`src/hw/rtl/sihs_pkg.sv`:
```
// session invite handshake: shared types, codes and reset values
// no dependencies; used by every other file of the block
package sihs_pkg;

	localparam int TIME_W  = 32;
	localparam int TO_W    = 20;
	localparam int EV_W    = 7;
	localparam int CFG_IDX_W = 1;

	localparam logic [TO_W-1:0] INVITE_TO_RESET  = 20'd10000;
	localparam logic [TO_W-1:0] WAITING_TO_RESET = 20'd15000;

	localparam logic [CFG_IDX_W-1:0] CFG_INVITE_TO  = 1'b0;
	localparam logic [CFG_IDX_W-1:0] CFG_WAITING_TO = 1'b1;

	typedef enum logic [2:0] {
		ST_IDLE         = 3'd0,
		ST_INVITING     = 3'd1,
		ST_WAITING      = 3'd2,
		ST_CONNECTED    = 3'd3,
		ST_PLAYING      = 3'd4,
		ST_DISCONNECTED = 3'd5
	} state_t;

	typedef enum logic [2:0] {
		CMD_POLL       = 3'd0,
		CMD_INVITE     = 3'd1,
		CMD_ACCEPT     = 3'd2,
		CMD_REJECT     = 3'd3,
		CMD_CANCEL     = 3'd4,
		CMD_DISCONNECT = 3'd5,
		CMD_START_PLAY = 3'd6,
		CMD_EXIT_PLAY  = 3'd7
	} cmd_t;

	typedef enum logic [2:0] {
		TX_NONE       = 3'd0,
		TX_INVITE     = 3'd1,
		TX_ACK_ACCEPT = 3'd2,
		TX_ACK_REJECT = 3'd3,
		TX_CANCEL     = 3'd4,
		TX_DISCONNECT = 3'd5
	} tx_t;

	localparam logic [1:0] LINK_UP    = 2'd0;
	localparam logic [1:0] LINK_DOWN  = 2'd1;
	localparam logic [1:0] LINK_ERROR = 2'd2;
	localparam logic [1:0] LINK_OTHER = 2'd3;

	localparam logic [EV_W-1:0] EV_NONE         = 7'h00;
	localparam logic [EV_W-1:0] EV_RECEIVED     = 7'h01;
	localparam logic [EV_W-1:0] EV_ACCEPTED     = 7'h02;
	localparam logic [EV_W-1:0] EV_REJECTED     = 7'h04;
	localparam logic [EV_W-1:0] EV_INVITE_TO    = 7'h08;
	localparam logic [EV_W-1:0] EV_WAITING_TO   = 7'h10;
	localparam logic [EV_W-1:0] EV_CONNECTED    = 7'h20;
	localparam logic [EV_W-1:0] EV_DISCONNECTED = 7'h40;

	typedef struct packed {
		cmd_t              cmd;
		logic [TIME_W-1:0] now_ms;
		logic              invite_seen;
		logic              ack_seen;
		logic              ack_accepted;
		logic              cancel_seen;
		logic              disconnect_seen;
		logic [1:0]        link_status;
		logic              local_busy;
	} item_t;

	typedef struct packed {
		logic            ok;
		state_t          session_state;
		logic [EV_W-1:0] events;
		tx_t             tx_frame;
	} result_t;

	typedef struct packed {
		logic [TO_W-1:0] invite_timeout_ms;
		logic [TO_W-1:0] waiting_timeout_ms;
	} cfg_t;

endpackage

```
`src/hw/rtl/sihs_if.sv`:
```
// session invite handshake: valid/ready channel interfaces for request and result beats
// depends on sihs_pkg for widths
interface sihs_req_if;
	logic                       valid;
	logic                       ready;
	logic [2:0]                 cmd;
	logic [sihs_pkg::TIME_W-1:0] now_ms;
	logic                       invite_seen;
	logic                       ack_seen;
	logic                       ack_accepted;
	logic                       cancel_seen;
	logic                       disconnect_seen;
	logic [1:0]                 link_status;
	logic                       local_busy;

	modport source (
		output valid, cmd, now_ms, invite_seen, ack_seen, ack_accepted,
		       cancel_seen, disconnect_seen, link_status, local_busy,
		input  ready
	);
	modport sink (
		input  valid, cmd, now_ms, invite_seen, ack_seen, ack_accepted,
		       cancel_seen, disconnect_seen, link_status, local_busy,
		output ready
	);
endinterface

interface sihs_rsp_if;
	logic                      valid;
	logic                      ready;
	logic                      ok;
	logic [2:0]                session_state;
	logic [sihs_pkg::EV_W-1:0] events;
	logic [2:0]                tx_frame;

	modport source (
		output valid, ok, session_state, events, tx_frame,
		input  ready
	);
	modport sink (
		input  valid, ok, session_state, events, tx_frame,
		output ready
	);
endinterface

```
`src/hw/rtl/sihs_cfg.sv`:
```
// session invite handshake: timeout configuration registers
// depends on sihs_pkg
module sihs_cfg (
	input  logic                             clk,
	input  logic                             arst_n,
	input  logic                             cfg_we,
	input  logic [sihs_pkg::CFG_IDX_W-1:0]   cfg_idx,
	input  logic [sihs_pkg::TO_W-1:0]        cfg_wdata,
	output sihs_pkg::cfg_t                   cfg
);
	import sihs_pkg::*;

	cfg_t cfg_q;

	always_ff @(posedge clk or negedge arst_n) begin
		if (!arst_n) begin
			cfg_q.invite_timeout_ms  <= INVITE_TO_RESET;
			cfg_q.waiting_timeout_ms <= WAITING_TO_RESET;
		end else if (cfg_we) begin
			case (cfg_idx)
				CFG_INVITE_TO:  cfg_q.invite_timeout_ms  <= cfg_wdata;
				CFG_WAITING_TO: cfg_q.waiting_timeout_ms <= cfg_wdata;
				default: ;
			endcase
		end
	end

	assign cfg = cfg_q;

	a_cfg_hold: assert property (@(posedge clk) disable iff (!arst_n)
		!cfg_we |=> cfg_q == $past(cfg_q))
		else $error("config changed without a write");
endmodule

```
`src/hw/rtl/sihs_fsm.sv`:
```
// session invite handshake: session state, time stamps and per-beat decision logic
// depends on sihs_pkg
module sihs_fsm (
	input  logic              clk,
	input  logic              arst_n,
	input  logic              adv,
	input  sihs_pkg::item_t   item,
	input  sihs_pkg::cfg_t    cfg,
	output sihs_pkg::result_t res
);
	import sihs_pkg::*;

	state_t             state_q, state_d;
	logic [TIME_W-1:0]  invite_start_q, waiting_start_q;
	logic               set_invite, set_waiting;
	logic [TIME_W-1:0]  inv_elapsed, wait_elapsed;
	logic               inv_expired, wait_expired;
	logic               link_lost;
	logic               ok;
	logic [EV_W-1:0]    ev;
	tx_t                tx;

	assign inv_elapsed  = item.now_ms - invite_start_q;
	assign wait_elapsed = item.now_ms - waiting_start_q;
	assign inv_expired  = inv_elapsed  >= {{(TIME_W-TO_W){1'b0}}, cfg.invite_timeout_ms};
	assign wait_expired = wait_elapsed >= {{(TIME_W-TO_W){1'b0}}, cfg.waiting_timeout_ms};
	assign link_lost    = item.link_status == LINK_DOWN || item.link_status == LINK_ERROR;

	// next state and stamp loads
	always_comb begin
		state_d     = state_q;
		set_invite  = 1'b0;
		set_waiting = 1'b0;
		case (item.cmd)
			CMD_POLL: begin
				case (state_q)
					ST_IDLE: begin
						if (item.invite_seen) begin
							set_waiting = 1'b1;
							state_d     = item.local_busy ? ST_IDLE : ST_WAITING;
						end
					end
					ST_INVITING: begin
						if (item.ack_seen)
							state_d = item.ack_accepted ? ST_CONNECTED : ST_IDLE;
						else if (inv_expired)
							state_d = ST_IDLE;
					end
					ST_WAITING: begin
						if (item.cancel_seen || wait_expired)
							state_d = ST_IDLE;
						else if (item.invite_seen)
							set_waiting = 1'b1;
					end
					ST_CONNECTED, ST_PLAYING: begin
						if (item.disconnect_seen || link_lost)
							state_d = ST_DISCONNECTED;
					end
					default: state_d = ST_IDLE;
				endcase
			end
			CMD_INVITE: begin
				if (state_q == ST_IDLE && item.link_status == LINK_UP) begin
					state_d    = ST_INVITING;
					set_invite = 1'b1;
				end
			end
			CMD_ACCEPT:     if (state_q == ST_WAITING) state_d = ST_CONNECTED;
			CMD_REJECT:     if (state_q == ST_WAITING) state_d = ST_IDLE;
			CMD_CANCEL:     if (state_q == ST_INVITING) state_d = ST_IDLE;
			CMD_DISCONNECT: begin
				if (state_q == ST_CONNECTED || state_q == ST_PLAYING)
					state_d = ST_DISCONNECTED;
			end
			CMD_START_PLAY: if (state_q == ST_CONNECTED) state_d = ST_PLAYING;
			CMD_EXIT_PLAY:  if (state_q == ST_PLAYING) state_d = ST_CONNECTED;
			default: ;
		endcase
	end

	// result fields
	always_comb begin
		ok = 1'b0;
		ev = EV_NONE;
		tx = TX_NONE;
		case (item.cmd)
			CMD_POLL: begin
				ok = 1'b1;
				case (state_q)
					ST_IDLE: begin
						if (item.invite_seen) begin
							if (item.local_busy)
								tx = TX_ACK_REJECT;
							else
								ev = EV_RECEIVED;
						end
					end
					ST_INVITING: begin
						if (item.ack_seen) begin
							ev = item.ack_accepted ? (EV_ACCEPTED | EV_CONNECTED) : EV_REJECTED;
						end else if (inv_expired) begin
							ev = EV_INVITE_TO;
							tx = TX_CANCEL;
						end
					end
					ST_WAITING: begin
						if (item.cancel_seen || wait_expired)
							ev = EV_WAITING_TO;
						else if (item.invite_seen)
							ev = EV_RECEIVED;
					end
					ST_CONNECTED, ST_PLAYING: begin
						if (item.disconnect_seen || link_lost)
							ev = EV_DISCONNECTED;
					end
					default: ;
				endcase
			end
			CMD_INVITE: begin
				if (state_q == ST_IDLE && item.link_status == LINK_UP) begin
					ok = 1'b1;
					tx = TX_INVITE;
				end
			end
			CMD_ACCEPT: begin
				if (state_q == ST_WAITING) begin
					ok = 1'b1;
					tx = TX_ACK_ACCEPT;
					ev = EV_CONNECTED;
				end
			end
			CMD_REJECT: begin
				if (state_q == ST_WAITING) begin
					ok = 1'b1;
					tx = TX_ACK_REJECT;
				end
			end
			CMD_CANCEL: begin
				if (state_q == ST_INVITING) begin
					ok = 1'b1;
					tx = TX_CANCEL;
				end
			end
			CMD_DISCONNECT: begin
				if (state_q == ST_CONNECTED || state_q == ST_PLAYING) begin
					ok = 1'b1;
					tx = TX_DISCONNECT;
					ev = EV_DISCONNECTED;
				end
			end
			CMD_START_PLAY: ok = state_q == ST_CONNECTED;
			CMD_EXIT_PLAY:  ok = state_q == ST_PLAYING;
			default: ;
		endcase
	end

	always_ff @(posedge clk or negedge arst_n) begin
		if (!arst_n) begin
			state_q         <= ST_IDLE;
			invite_start_q  <= '0;
			waiting_start_q <= '0;
		end else if (adv) begin
			state_q <= state_d;
			if (set_invite)
				invite_start_q <= item.now_ms;
			if (set_waiting)
				waiting_start_q <= item.now_ms;
		end
	end

	assign res.ok            = ok;
	assign res.session_state = state_d;
	assign res.events        = ev;
	assign res.tx_frame      = tx;

	a_refused_holds: assert property (@(posedge clk) disable iff (!arst_n)
		adv && !ok |=> state_q == $past(state_q))
		else $error("refused command changed the state");
	a_poll_ok: assert property (@(posedge clk) disable iff (!arst_n)
		adv && item.cmd == CMD_POLL |-> ok)
		else $error("poll not acknowledged");
	a_invite_enters: assert property (@(posedge clk) disable iff (!arst_n)
		adv && tx == TX_INVITE |=> state_q == ST_INVITING && invite_start_q == $past(item.now_ms))
		else $error("invite sent without entering inviting");
	a_idle_hold: assert property (@(posedge clk) disable iff (!arst_n)
		!adv |=> state_q == $past(state_q))
		else $error("state moved without a beat");
endmodule

```
`src/hw/rtl/session_invite_handshake_fsm.sv`:
```
// session invite handshake: top level with input stage, result register and config port
// depends on sihs_pkg, sihs_if, sihs_cfg and sihs_fsm
//
//  channel | dir | handshake       | payload
//  req     | in  | valid/ready     | cmd, now_ms, frame flags, link_status, local_busy
//  rsp     | out | valid/ready     | ok, session_state, events, tx_frame
//  cfg     | in  | cfg_we          | cfg_idx, cfg_wdata (write only)
//
// one beat per cycle unless rsp stalls; a result passes both stages before rsp
// state is updated when a beat leaves the input stage for the result register
// req.ready drops only while both stages hold beats and rsp is stalled
// reset clears both stage valids and the session state and restores the default timeouts
module session_invite_handshake_fsm (
	input  logic                           clk,
	input  logic                           arst_n,
	sihs_req_if.sink                       req,
	sihs_rsp_if.source                     rsp,
	input  logic                           cfg_we,
	input  logic [sihs_pkg::CFG_IDX_W-1:0] cfg_idx,
	input  logic [sihs_pkg::TO_W-1:0]      cfg_wdata
);
	import sihs_pkg::*;

	logic    valid_s1, valid_s2;
	item_t   item_s1;
	result_t res, res_s2;
	cfg_t    cfg;
	logic    out_free, adv, in_take;

	assign out_free  = !valid_s2 || rsp.ready;
	assign adv       = valid_s1 && out_free;
	assign req.ready = !valid_s1 || out_free;
	assign in_take   = req.valid && req.ready;

	always_ff @(posedge clk or negedge arst_n) begin
		if (!arst_n) begin
			valid_s1 <= 1'b0;
			valid_s2 <= 1'b0;
		end else begin
			if (req.ready)
				valid_s1 <= req.valid;
			if (out_free)
				valid_s2 <= valid_s1;
		end
	end

	always_ff @(posedge clk) begin
		if (in_take) begin
			item_s1.cmd             <= cmd_t'(req.cmd);
			item_s1.now_ms          <= req.now_ms;
			item_s1.invite_seen     <= req.invite_seen;
			item_s1.ack_seen        <= req.ack_seen;
			item_s1.ack_accepted    <= req.ack_accepted;
			item_s1.cancel_seen     <= req.cancel_seen;
			item_s1.disconnect_seen <= req.disconnect_seen;
			item_s1.link_status     <= req.link_status;
			item_s1.local_busy      <= req.local_busy;
		end
		if (adv)
			res_s2 <= res;
	end

	sihs_cfg u_cfg (
		.clk       (clk),
		.arst_n    (arst_n),
		.cfg_we    (cfg_we),
		.cfg_idx   (cfg_idx),
		.cfg_wdata (cfg_wdata),
		.cfg       (cfg)
	);

	sihs_fsm u_fsm (
		.clk    (clk),
		.arst_n (arst_n),
		.adv    (adv),
		.item   (item_s1),
		.cfg    (cfg),
		.res    (res)
	);

	assign rsp.valid         = valid_s2;
	assign rsp.ok            = res_s2.ok;
	assign rsp.session_state = res_s2.session_state;
	assign rsp.events        = res_s2.events;
	assign rsp.tx_frame      = res_s2.tx_frame;

	a_take_fills: assert property (@(posedge clk) disable iff (!arst_n)
		in_take |=> valid_s1)
		else $error("accepted beat lost at input stage");
	a_adv_fills: assert property (@(posedge clk) disable iff (!arst_n)
		adv |=> valid_s2)
		else $error("beat lost between stages");
	a_no_stall_empty: assert property (@(posedge clk) disable iff (!arst_n)
		!req.ready |-> valid_s1 && valid_s2)
		else $error("input stalled with a free stage");
endmodule
```
`src/flat_wrapper.sv`:
```
// flat-port wrapper written by rule: the top's interface ports become plain ports
module session_invite_handshake_fsm_flat import sihs_pkg::*;
  (clk, arst_n, cfg_we, cfg_idx, cfg_wdata, req_valid, req_cmd, req_now_ms, req_invite_seen, req_ack_seen, req_ack_accepted, req_cancel_seen, req_disconnect_seen, req_link_status, req_local_busy, req_ready, rsp_valid, rsp_ok, rsp_session_state, rsp_events, rsp_tx_frame, rsp_ready);
  sihs_req_if req_i ();
  sihs_rsp_if rsp_i ();
  input  logic clk;
  input  logic arst_n;
  input  logic cfg_we;
  input  logic [sihs_pkg::CFG_IDX_W-1:0] cfg_idx;
  input  logic [sihs_pkg::TO_W-1:0] cfg_wdata;
  input wire logic [$bits(req_i.valid)-1:0] req_valid;
  input wire logic [$bits(req_i.cmd)-1:0] req_cmd;
  input wire logic [$bits(req_i.now_ms)-1:0] req_now_ms;
  input wire logic [$bits(req_i.invite_seen)-1:0] req_invite_seen;
  input wire logic [$bits(req_i.ack_seen)-1:0] req_ack_seen;
  input wire logic [$bits(req_i.ack_accepted)-1:0] req_ack_accepted;
  input wire logic [$bits(req_i.cancel_seen)-1:0] req_cancel_seen;
  input wire logic [$bits(req_i.disconnect_seen)-1:0] req_disconnect_seen;
  input wire logic [$bits(req_i.link_status)-1:0] req_link_status;
  input wire logic [$bits(req_i.local_busy)-1:0] req_local_busy;
  output wire logic [$bits(req_i.ready)-1:0] req_ready;
  output wire logic [$bits(rsp_i.valid)-1:0] rsp_valid;
  output wire logic [$bits(rsp_i.ok)-1:0] rsp_ok;
  output wire logic [$bits(rsp_i.session_state)-1:0] rsp_session_state;
  output wire logic [$bits(rsp_i.events)-1:0] rsp_events;
  output wire logic [$bits(rsp_i.tx_frame)-1:0] rsp_tx_frame;
  input wire logic [$bits(rsp_i.ready)-1:0] rsp_ready;
  assign req_i.valid = req_valid;
  assign req_i.cmd = req_cmd;
  assign req_i.now_ms = req_now_ms;
  assign req_i.invite_seen = req_invite_seen;
  assign req_i.ack_seen = req_ack_seen;
  assign req_i.ack_accepted = req_ack_accepted;
  assign req_i.cancel_seen = req_cancel_seen;
  assign req_i.disconnect_seen = req_disconnect_seen;
  assign req_i.link_status = req_link_status;
  assign req_i.local_busy = req_local_busy;
  assign req_ready = req_i.ready;
  assign rsp_valid = rsp_i.valid;
  assign rsp_ok = rsp_i.ok;
  assign rsp_session_state = rsp_i.session_state;
  assign rsp_events = rsp_i.events;
  assign rsp_tx_frame = rsp_i.tx_frame;
  assign rsp_i.ready = rsp_ready;
  session_invite_handshake_fsm u_core (.clk(clk), .arst_n(arst_n), .req(req_i), .rsp(rsp_i), .cfg_we(cfg_we), .cfg_idx(cfg_idx), .cfg_wdata(cfg_wdata));
endmodule
```
`config.mk`:
```
export PLATFORM = sky130hd
export DESIGN_NAME = session_invite_handshake_fsm_flat
export DESIGN_NICKNAME = d
export VERILOG_FILES = /design/src/hw/rtl/sihs_pkg.sv /design/src/hw/rtl/sihs_if.sv /design/src/hw/rtl/sihs_cfg.sv /design/src/hw/rtl/sihs_fsm.sv /design/src/hw/rtl/session_invite_handshake_fsm.sv /design/src/flat_wrapper.sv
export SDC_FILE = /design/constraint.sdc
export NUM_CORES = 1
export LEC_CHECK = 0
export ABC_AREA = 1
export ABC_CLOCK_PERIOD_IN_PS = 4600
export BUFFER_PORTS_ARGS = -buffer_cell sky130_fd_sc_hd__buf_2
export CELL_PAD_IN_SITES_DETAIL_PLACEMENT = 0
export CELL_PAD_IN_SITES_GLOBAL_PLACEMENT = 1
export CORE_UTILIZATION = 40
export DETAILED_ROUTE_END_ITERATION = 7
export PLACE_DENSITY_LB_ADDON = 0.1
export SYNTH_ARGS = -nofsm -noshare
export SYNTH_HDL_FRONTEND = slang
export SYNTH_SLANG_ARGS = --single-unit
```
`constraint.sdc`:
```
create_clock -name clk -period 4.6 [get_ports clk]
set_clock_uncertainty 0.2 [all_clocks]
set_input_delay 0.23 -clock clk [delete_from_list [all_inputs] [get_ports clk]]
set_output_delay 0.23 -clock clk [all_outputs]
set_load 0.02 [all_outputs]
```
==> metrics, run 1 <==
max-slew headroom at the worst pin 25.3%; setup repair after global routing missed its margin no; Synthesized Nets about 1,800; layout cell share with drive strength beyond 1 between 10% and 20%; setup slack after placement roughly 350 ps; core box area about 29,000 µm²; maximum buffer depth of the clock tree 2; destination of the worst hold path u_core.u_cfg.cfg[30]; Layout Area Growth over Synthesis 17.5%; final-stage net count roughly 2,000; global placer's final weighted congestion 0.866; minimum clock period after layout 4260 ps; Setup Viol. Count Final 0; number of synthesized register bits 166; remaining global-route overflow 0; delay-heaviest family, CP simple AND/OR/NAND/NOR gates; remaining antenna violation count 0; simple-gate portion of the synthesized area around a quarter; vias per cell 4.72; final wirelength roughly 33,000 µm; status finished clean; Max IR drop VDD between 0.2 and 0.3 mV; Synth area leaders sky130_fd_sc_hd__dfrtp_1, sky130_fd_sc_hd__nand2_1, sky130_fd_sc_hd__edfxtp_1; Power, Total 7.50 mW; endpoints failing hold 0; drt first pass iters 5; Slew @ Worst Pin roughly 1100 ps; global-route usage over all layers between 20% and 30%; total vias in the final route approximately 10,000; count of fill cells added during filler insertion just over 3,000; DR iter-0 viols around 730; pwr/cell area 534 nW/µm²; root buffer selected by CTS sky130_fd_sc_hd__clkbuf_16; Die W between 150 and 200 µm; post-synthesis instance area 11,900 µm²; count of cell types in the netlist 44; post-DP HPWL around 26,000 µm; Vert. Die Dim between 150 and 200 µm; clock latency on the worst-skew pair roughly 440 ps; initial antenna violation count 0; first-pass GRT wire length about 54,000 µm; buffer and inverter count on the worst path 3; worst path setup slack after routing approximately 340 ps; CP Data Arrival Time 4370 ps; combinational family with the most area after synthesis simple AND/OR/NAND/NOR gates; endpoint of the worst register-to-register path u_core.u_fsm.waiting_start_q[3]; Routed wire per std cell between 15 and 20 µm; Primary FF master, synth sky130_fd_sc_hd__dfrtp_1; leakage power roughly 7.3 nW; number of rows created at floorplan 62; Worst setup EP type flip-flop; CTS tree done; top-count cell post-synth sky130_fd_sc_hd__nand2_1; proportion of synthesized chip area in sequential cells between 30 and 40%; synthesized netlist cell count about 1,600; TritonCTS Sinks 166; Critical Path Slowest Stage Cell sky130_fd_sc_hd__fa_1; floorplan die area just over 30,000 µm²; Post-synth ARST share 65.7%; worst min path class primary input to flip-flop; number of primary I/O pins between 80 and 90; max-slew violation total from the final report 0; startpoint of the most critical hold path cfg_we; reg2reg path depth 26; Worst Path Class, Setup flip-flop to flip-flop; most frequent cells after synthesis sky130_fd_sc_hd__nand2_1, sky130_fd_sc_hd__inv_1, sky130_fd_sc_hd__nor2_1, sky130_fd_sc_hd__ha_1, sky130_fd_sc_hd__dfrtp_1; kind of start point of the critical path flip-flop; pin count of the biggest net entering global routing 70; TritonCTS Buffers 17; Reg-to-Reg Start u_core.item_s1[8]; maximum achievable frequency roughly 0.23 GHz; final total negative setup slack 0 ps; count of warnings emitted by yosys 0; Hold Path Cell Cnt 5; area share of the largest cell type after synthesis between 20% and 30%; number of global-route vias before repair ~10,000; DRC viols 0; number of enable flip-flop cells after synthesis 57; deepest level of the CTS H-tree 4; clock slew at reported path FFs 70 ps; minimum setup slack among reg-to-reg paths between 300 and 400 ps; fraction of synthesized cell area in xor and xnor cells under 10%; fraction of the mapped netlist area in adder cells approximately 11%; peak fanout along the critical path 64; fraction of the mapped netlist area in compound gates 11.3%; IO buf count 84; top cell type by total area after synthesis sky130_fd_sc_hd__dfrtp_1; mux cell area share after synthesis 0%; post-CTS setup repair buffer count 0; diode count 0; fraction of the cycle the final worst path needs around 93%; Crit path required time approximately 4700 ps; largest stage delay on the critical path roughly 420 ps; Max-cap violations 0; cell occurring most often along the worst timing path sky130_fd_sc_hd__nand2_1; initial cell density of the core 41.2%; Avg Cell Area, Syn 7.26 µm²
state kept, by name, indices dropped and copies added (netlist names), 3 cells and up:
register	cells
u_core.item_s1	43
u_core.rsp.events	7
u_core.rsp.session_state	3
u_core.rsp.tx_frame	3
u_core.u_cfg.cfg	40
u_core.u_fsm.invite_start_q	32
u_core.u_fsm.state_q	3
u_core.u_fsm.waiting_start_q	32
cell families (layout without fill, tap and decap cells):
logic type | Yosys count | after routing
adder cells (fa/ha/maj) | 105 | 105
flip-flops | 166 | 166
AND/OR/NAND/NOR | 753 | 753
AO/OA/AOI/OAI | 231 | 231
XOR/XNOR | 38 | 38
buffers and inverters | 352 | 526
through the flow:
stage	hold WS, ps	cells	utilization (%)	instance area [µm²]
3_5_place_dp	208	2103	44.2	12800
3_3_place_gp	207	2103	44.2	12800
5_1_grt	189	2203	48.4	14000
4_1_cts	122	2203	48.4	14000
2_1_floorplan	-266	1645	-	11900
6_report	135	2203	48.4	14000
power breakdown:
part	internal [mW]	switching (mW)	total, mW
clock network	0.693	0.635	1.33
logic	1.52	2.57	4.09
registers	1.86	0.215	2.08
cell usage in the layout (no fill, tap or decap), drive strengths merged, types with 3 or more instances in the layout:
master	instances
nand3b	7
xor2	33
a211oi	5
clkinv	3
buf	95
and2	5
xnor2	5
clkbuf	18
clkinvlp	6
nand4	13
o21a	4
nor2	122
a31oi	7
inv	336
edfxtp	57
dfstp	12
dlygate4sd3	68
nand2	526
nor3	26
ha	103
a21oi	70
nand3	50
dfrtp	97
o21bai	5
o21ai	129
layer usage:
metal	global-route usage (%)	part of all wire (%)	vias to the layer above
li1	-	-	5493
met1	34.5	52	4704
met2	34.1	42	187
met3	3.76	4.4	17
met4	4.75	0.99	0
met5	0	0	-
timing repair:
item,4_1_cts,5_1_grt
hold endpoints to repair,141,0
setup endpoints to repair,0,2
hold buffers,68,0
gates resized for setup,0,1
area by class of cell:
cell class                      instances  area (µm²)  share of cell area (%)
Clock inverter                         14         101                   0.722
Clock buffer                           18         429                    3.06
Tap cell                              384         480                    3.42
Sequential cell                       166        4450                    31.7
Timing Repair Buffer                  163        1200                    8.54
Multi-Input combinational cell       1127        6130                    43.7
Inverter                              331        1240                    8.85
how the worst max path moves through the flow:
| stage | start | to | slack, ps | cells after the start |
|---|---|---|---|---|
| finish | u_core.item_s1[8] | u_core.u_fsm.waiting_start_q[3] | 340 | 26 |
| global route | u_core.item_s1[8] | u_core.u_fsm.waiting_start_q[3] | 8 | 26 |
| CTS | u_core.item_s1[8] | u_core.u_fsm.waiting_start_q[3] | 320 | 26 |
| detailed placement | u_core.item_s1[8] | u_core.u_fsm.waiting_start_q[3] | 350 | 26 |
| global placement | u_core.item_s1[16] | u_core.u_fsm.waiting_start_q[1] | 360 | 21 |
| floorplan | u_core.item_s1[8] | u_core.u_fsm.waiting_start_q[13] | 930 | 26 |
tightest hold or removal path, cell delays in order:
cell and delay (ps):
sky130_fd_sc_hd__buf_2 90, sky130_fd_sc_hd__nand2_1 50, sky130_fd_sc_hd__buf_4 230, sky130_fd_sc_hd__nand2_1 90, sky130_fd_sc_hd__o21ai_0 70
Power figures use the tool's default switching activity.
==> run 2, diff against run 1 <==
--- a/config.mk
+++ b/config.mk
@@ -6,7 +6,7 @@
 export NUM_CORES = 1
 export LEC_CHECK = 0
 export ABC_AREA = 1
-export ABC_CLOCK_PERIOD_IN_PS = 4600
+export ABC_CLOCK_PERIOD_IN_PS = 5100
 export BUFFER_PORTS_ARGS = -buffer_cell sky130_fd_sc_hd__buf_2
 export CELL_PAD_IN_SITES_DETAIL_PLACEMENT = 0
 export CELL_PAD_IN_SITES_GLOBAL_PLACEMENT = 1
==> constraint.sdc (replaced) <==
create_clock -name clk -period 5.1 [get_ports clk]
set_clock_uncertainty 0.2 [all_clocks]
set_input_delay 0.255 -clock clk [delete_from_list [all_inputs] [get_ports clk]]
set_output_delay 0.255 -clock clk [all_outputs]
set_load 0.02 [all_outputs]
==> metrics, run 2 (synthesized netlist as in run 1, its figures left out) <==
status finished clean; Power, Total 6.79 mW; Slew @ Worst Pin 1190 ps; CTS tree done; maximum buffer depth of the clock tree 2; WL met2 roughly 14,000 µm; Int Power approximately 3.7 mW; drt first pass iters 6; clock latency on the worst-skew pair 440 ps; initial antenna violation count 0; setup repair after global routing missed its margin no; kind of start point of the critical path flip-flop; Resize count post-CTS 0; total vias in the final route 10,500; dpl cell area between 10,000 and 15,000 µm²; largest stage delay on the critical path 440 ps; Vert. Die Dim around 170 µm; global-route usage over all layers a little under a quarter; switching power share of the total a little under half; Placed Instances 2,096; remaining global-route overflow 0; diode count 0; Setup Viol. Count Final 0; number of rows created at floorplan slightly above 60; CP Data Arrival Time between 4000 and 5000 ps; cell breakdown of the critical path ha_1 > a21oi_1 > nand2_1 > nand2_1 > nand2_1 > nand3_1 > nand2_1 > a31oi_1 > xor2_1 > ha_1 > a21oi_1 > nor2_1 > a2111oi_0 > nand2_1 > nor2_1 > nand3_1 > nor2_2 > nand4_2 > nand2_2 > nand2_4 > buf_12 > nand2_1 > o21ai_2; pin count of the biggest net entering global routing 65; register with the highest flop count u_core.item_s1; cell area after layout between 10,000 and 15,000 µm²; Critical Path Slowest Stage Cell sky130_fd_sc_hd__edfxtp_1; routed wire length on met3 roughly 1300 µm; number of global-route vias before repair 10,300; deepest level of the CTS H-tree 4; commonest cells after routing, fill and taps aside sky130_fd_sc_hd__nand2_1, sky130_fd_sc_hd__inv_1, sky130_fd_sc_hd__nor2_1, sky130_fd_sc_hd__ha_1, sky130_fd_sc_hd__dfrtp_1; IO buf count 84; total routed wire length on the met1 layer around 17,000 µm; worst min path class primary input to asynchronous set/reset pin; TritonCTS Sinks 166; Worst setup EP type flip-flop; Max IR drop VDD ~0.27 mV; Max-cap violations 0; max-slew headroom at the worst pin 20.2%; Top Layer Used met4; DR iter-0 viols around 730; layout cell share with drive strength beyond 1 a little under an eighth; cell occurring most often along the worst timing path sky130_fd_sc_hd__nand2_1; TritonCTS Buffers 17; final-stage net count roughly 2,000; minimum setup slack among reg-to-reg paths approximately 800 ps; first-pass GRT wire length about 54,000 µm; leakage power roughly 7.3 nW; floorplan die area approximately 30,000 µm²; remaining antenna violation count 0; clock slew at reported path FFs 70 ps; Layout Area Growth over Synthesis 17.2%; global placer's final weighted congestion ~0.9; DRC viols 0; Psw 3.09 mW; portion of total power attributed to sequential cells 27.7%; post-DP HPWL roughly 26,000 µm; final total negative setup slack 0 ps; max-slew violation total from the final report 0; Crit path required time 5220 ps; root buffer selected by CTS sky130_fd_sc_hd__clkbuf_16; proportion of power drawn by combinational gates between 50 and 60%; minimum clock period after layout ~4300 ps; final wirelength roughly 33,000 µm; core box area between 20,000 and 30,000 µm²; Worst Path Class, Setup flip-flop to flip-flop; maximum achievable frequency about 0.23 GHz; vias per cell ~4.8; fraction of the cycle the final worst path needs between 80 and 90%; leading cell type in the layout, fill and taps excluded sky130_fd_sc_hd__nand2_1; pwr/cell area roughly 490 nW/µm²; Routed wire per std cell roughly 15 µm; hold slack 284 ps; number of primary I/O pins 85; flip-flop count of the largest register after layout 43; initial cell density of the core between 40% and 50%; Non-Filler Instances between 2,000 and 2,500; Die W ~170 µm; endpoints failing hold 0; relative contribution of the clock network to total power 18.4%; peak fanout along the critical path 64
## run 2: repair_timing
| action | CTS | global route |
|---|---|---|
| setup buffers | 0 | 0 |
| endpoints found under the hold margin | 136 | 0 |
| hold buffers | 68 | 0 |
## run 2: critical path: cells and delay by family, from the launching register on
family / cells / cell delay, ps
AO/OA/AOI/OAI: 5 / 930
XOR/XNOR: 1 / 240
adder cells (fa/ha/maj): 2 / 650
buffers and inverters: 1 / 220
flip-flops: 1 / 440
AND/OR/NAND/NOR: 14 / 1440
## run 2: worst paths after layout
path | startpoint | end | depth (start not counted)
setup / recovery | u_core.item_s1[10] | u_core.u_fsm.waiting_start_q[1] | 23
hold / removal | arst_n | u_core.u_cfg.cfg[10] | 2
setup reg to reg | u_core.item_s1[10] | u_core.u_fsm.waiting_start_q[1] | 23
hold reg to reg | u_core.u_fsm.invite_start_q[17] | u_core.u_fsm.invite_start_q[17] | 2
max in group asynchronous | arst_n | u_core.u_fsm.invite_start_q[11] | 3
min in group clk | u_core.u_fsm.invite_start_q[17] | u_core.u_fsm.invite_start_q[17] | 2
## run 2: final cells by class
class / count / area [µm²]
multi-input combinational: 1127 / 6120
clock buffer: 17 / 425
tap: 384 / 480
clock inverter: 15 / 130
sequential: 166 / 4450
timing repair buffer: 156 / 1150
fill: 2999 / 15000
inverter: 331 / 1240
## run 2: power groups by stage
stage	Clock (mW)	Combinational (mW)	Sequential, mW
6_report	1.25	3.66	1.88
5_1_grt	1.33	4.27	1.91
4_1_cts	1.27	3.68	1.88
3_5_place_dp	0	3.61	1.90
3_3_place_gp	0	3.58	1.89
2_1_floorplan	0	2.69	1.85
## run 2: metal layers
metal  vias up  track usage (%)
met5         -                0
met4         0             5.47
met3        32             2.70
met2       213             34.8
met1      4793             34.6
li1       5479                -
## run 2: stage by stage
stage | util (%) | setup slack (ps)
global placement | 44.0 | 837
CTS | 48.3 | 774
finish | 48.3 | 800
detailed placement | 44.0 | 805
floorplan | - | 1430
global route | 48.3 | 442
==> run 3, diff against run 2 <==
--- a/config.mk
+++ b/config.mk
@@ -6,7 +6,7 @@
 export NUM_CORES = 1
 export LEC_CHECK = 0
 export ABC_AREA = 1
-export ABC_CLOCK_PERIOD_IN_PS = 5100
+export ABC_CLOCK_PERIOD_IN_PS = 3700
 export BUFFER_PORTS_ARGS = -buffer_cell sky130_fd_sc_hd__buf_2
 export CELL_PAD_IN_SITES_DETAIL_PLACEMENT = 0
 export CELL_PAD_IN_SITES_GLOBAL_PLACEMENT = 1
==> constraint.sdc (replaced) <==
create_clock -name clk -period 3.7 [get_ports clk]
set_clock_uncertainty 0.2 [all_clocks]
set_input_delay 0.185 -clock clk [delete_from_list [all_inputs] [get_ports clk]]
set_output_delay 0.185 -clock clk [all_outputs]
set_load 0.02 [all_outputs]
==> metrics, run 3 (synthesized netlist as in run 1, its figures left out) <==
Hold Path Cell Cnt 5; pin count of the biggest net entering global routing 110; count of fill cells added during filler insertion 2,836; Layout Area Growth over Synthesis 35.8%; clock slew at reported path FFs 70 ps; cell area after layout ~16,000 µm²; Worst Path Class, Setup flip-flop to flip-flop; commonest cells after routing, fill and taps aside sky130_fd_sc_hd__nand2_1, sky130_fd_sc_hd__inv_1, sky130_fd_sc_hd__buf_4, sky130_fd_sc_hd__nor2_1, sky130_fd_sc_hd__dfrtp_1; drt first pass iters 5; Slew @ Worst Pin 1160 ps; endpoints failing hold 0; fraction of the cycle the final worst path needs 105%; vias per cell 4.73; Die W roughly 170 µm; TritonCTS Sinks roughly 170; dpl cell area 14,000 µm²; number of primary I/O pins 85; violated checks setup timing; Routed wire per std cell 14.9 µm; destination of the worst hold path u_core.u_cfg.cfg[33]; initial antenna violation count 0; cell occurring most often along the worst timing path sky130_fd_sc_hd__nand2_2; remaining global-route overflow 0; root buffer selected by CTS sky130_fd_sc_hd__clkbuf_16; flip-flop count of the largest register after layout 43; Max IR drop VDD roughly 0.4 mV; maximum achievable frequency 0.256 GHz; DR iter-0 viols around 650; TritonCTS Buffers 17; number of global-route vias before repair between 10,000 and 15,000; number of rows created at floorplan 62; Max-cap violations 0; kind of start point of the critical path flip-flop; startpoint of the most critical hold path cfg_we; layout cell share with drive strength beyond 1 about 25%; Setup Viol. Count Final 35; initial cell density of the core between 40% and 50%; total vias in the final route ~11,000; Reg-to-Reg Start u_core.item_s1[8]; clock latency on the worst-skew pair 450 ps; peak fanout along the critical path 8; diode count 0; worst min path class primary input to flip-flop; core box area ~29,000 µm²; max-slew headroom at the worst pin 22.5%; share of the core filled with cells 55.9%; global placer's final weighted congestion around 0.9; deepest level of the CTS H-tree 4; Crit path required time 3830 ps; remaining antenna violation count 0; post-DP HPWL 27,200 µm; Worst setup EP type flip-flop; reg2reg path depth 28; minimum clock period after layout roughly 3900 ps; CP Data Arrival Time between 4000 and 5000 ps; maximum buffer depth of the clock tree 2; leading cell type in the layout, fill and taps excluded sky130_fd_sc_hd__nand2_1; status complete, but fails checks; setup slack after placement -350 ps; final total negative setup slack -6030 ps; endpoint of the worst register-to-register path u_core.u_fsm.waiting_start_q[4]; first-pass GRT wire length ~57,000 µm; final wirelength about 35,000 µm; leakage power 8.30 nW; setup repair after global routing missed its margin yes; max-slew violation total from the final report 0; CTS tree done; global-route usage over all layers around a quarter; Vert. Die Dim ~170 µm; register with the highest flop count u_core.item_s1; pwr/cell area around 680 nW/µm²; Critical Path Slowest Stage Cell sky130_fd_sc_hd__edfxtp_1; final-stage net count approximately 2,200; worst path setup slack after routing -203 ps; floorplan die area between 30,000 and 40,000 µm²; Power, Total between 10 and 15 mW; DRC viols 0; largest stage delay on the critical path approximately 400 ps; minimum setup slack among reg-to-reg paths -200 ps; IO buf count 84
run 3: how the worst max path moves through the flow:
stage / from / cells past startpoint / endpoint / slack [ps]
2_1_floorplan: u_core.item_s1[8] / 26 / u_core.u_fsm.waiting_start_q[13] / 30
3_3_place_gp: u_core.item_s1[8] / 26 / u_core.u_fsm.waiting_start_q[0] / -300
3_5_place_dp: u_core.item_s1[8] / 26 / u_core.u_fsm.waiting_start_q[1] / -350
4_1_cts: u_core.item_s1[8] / 30 / u_core.u_fsm.state_q[0] / -160
5_1_grt: u_core.item_s1[8] / 28 / u_core.u_fsm.waiting_start_q[21] / -420
6_report: u_core.item_s1[8] / 28 / u_core.u_fsm.waiting_start_q[4] / -200
run 3: final cells by class:
type                       instances  area, µm²  area share, %
tap                              384        480           2.96
inverter                         331       1250           7.69
clock buffer                      18        439           2.71
sequential                       166       4450           27.5
clock inverter                    14        101          0.625
multi-input combinational       1127       6800           41.9
timing repair buffer             342       2700           16.7
run 3: repair_timing:
action                                  in CTS  in global routing
gates cloned                                 3                  2
endpoints found under the setup margin      40                 40
pin swaps                                    5                 18
hold buffers                                68                  0
setup buffers                               12                  9
hold endpoints to repair                   196                  0
resized for setup                           58                 92
run 3: report_power, final:
part           internal, mW  switching, mW
Combinational          3.06           3.76
Clock                 0.880          0.785
Sequential             2.32          0.279
run 3: per-stage QoR:
step	hold slack [ps]	cells
3_3_place_gp	101	2257
4_1_cts	73.9	2372
3_5_place_dp	104	2257
5_1_grt	133	2382
2_1_floorplan	-311	1645
6_report	87.6	2382
run 3: per-layer routing:
metal  GRT usage [%]  vias to the layer above  wire length, µm
li1                -                     5844                -
met1            34.3                     5147            17600
met5               0                        -                0
met2            37.8                      220            15800
met4            6.78                        0              663
met3            3.07                       45             1260
run 3: critical path: cells and delay by family, from the launching register on:
kind	cells	cell delay, ps
AND/OR/NAND/NOR	17	1430
adder cells (fa/ha/maj)	3	810
buffers and inverters	5	560
flip-flops	1	400
AO/OA/AOI/OAI	2	250
XOR/XNOR	1	130
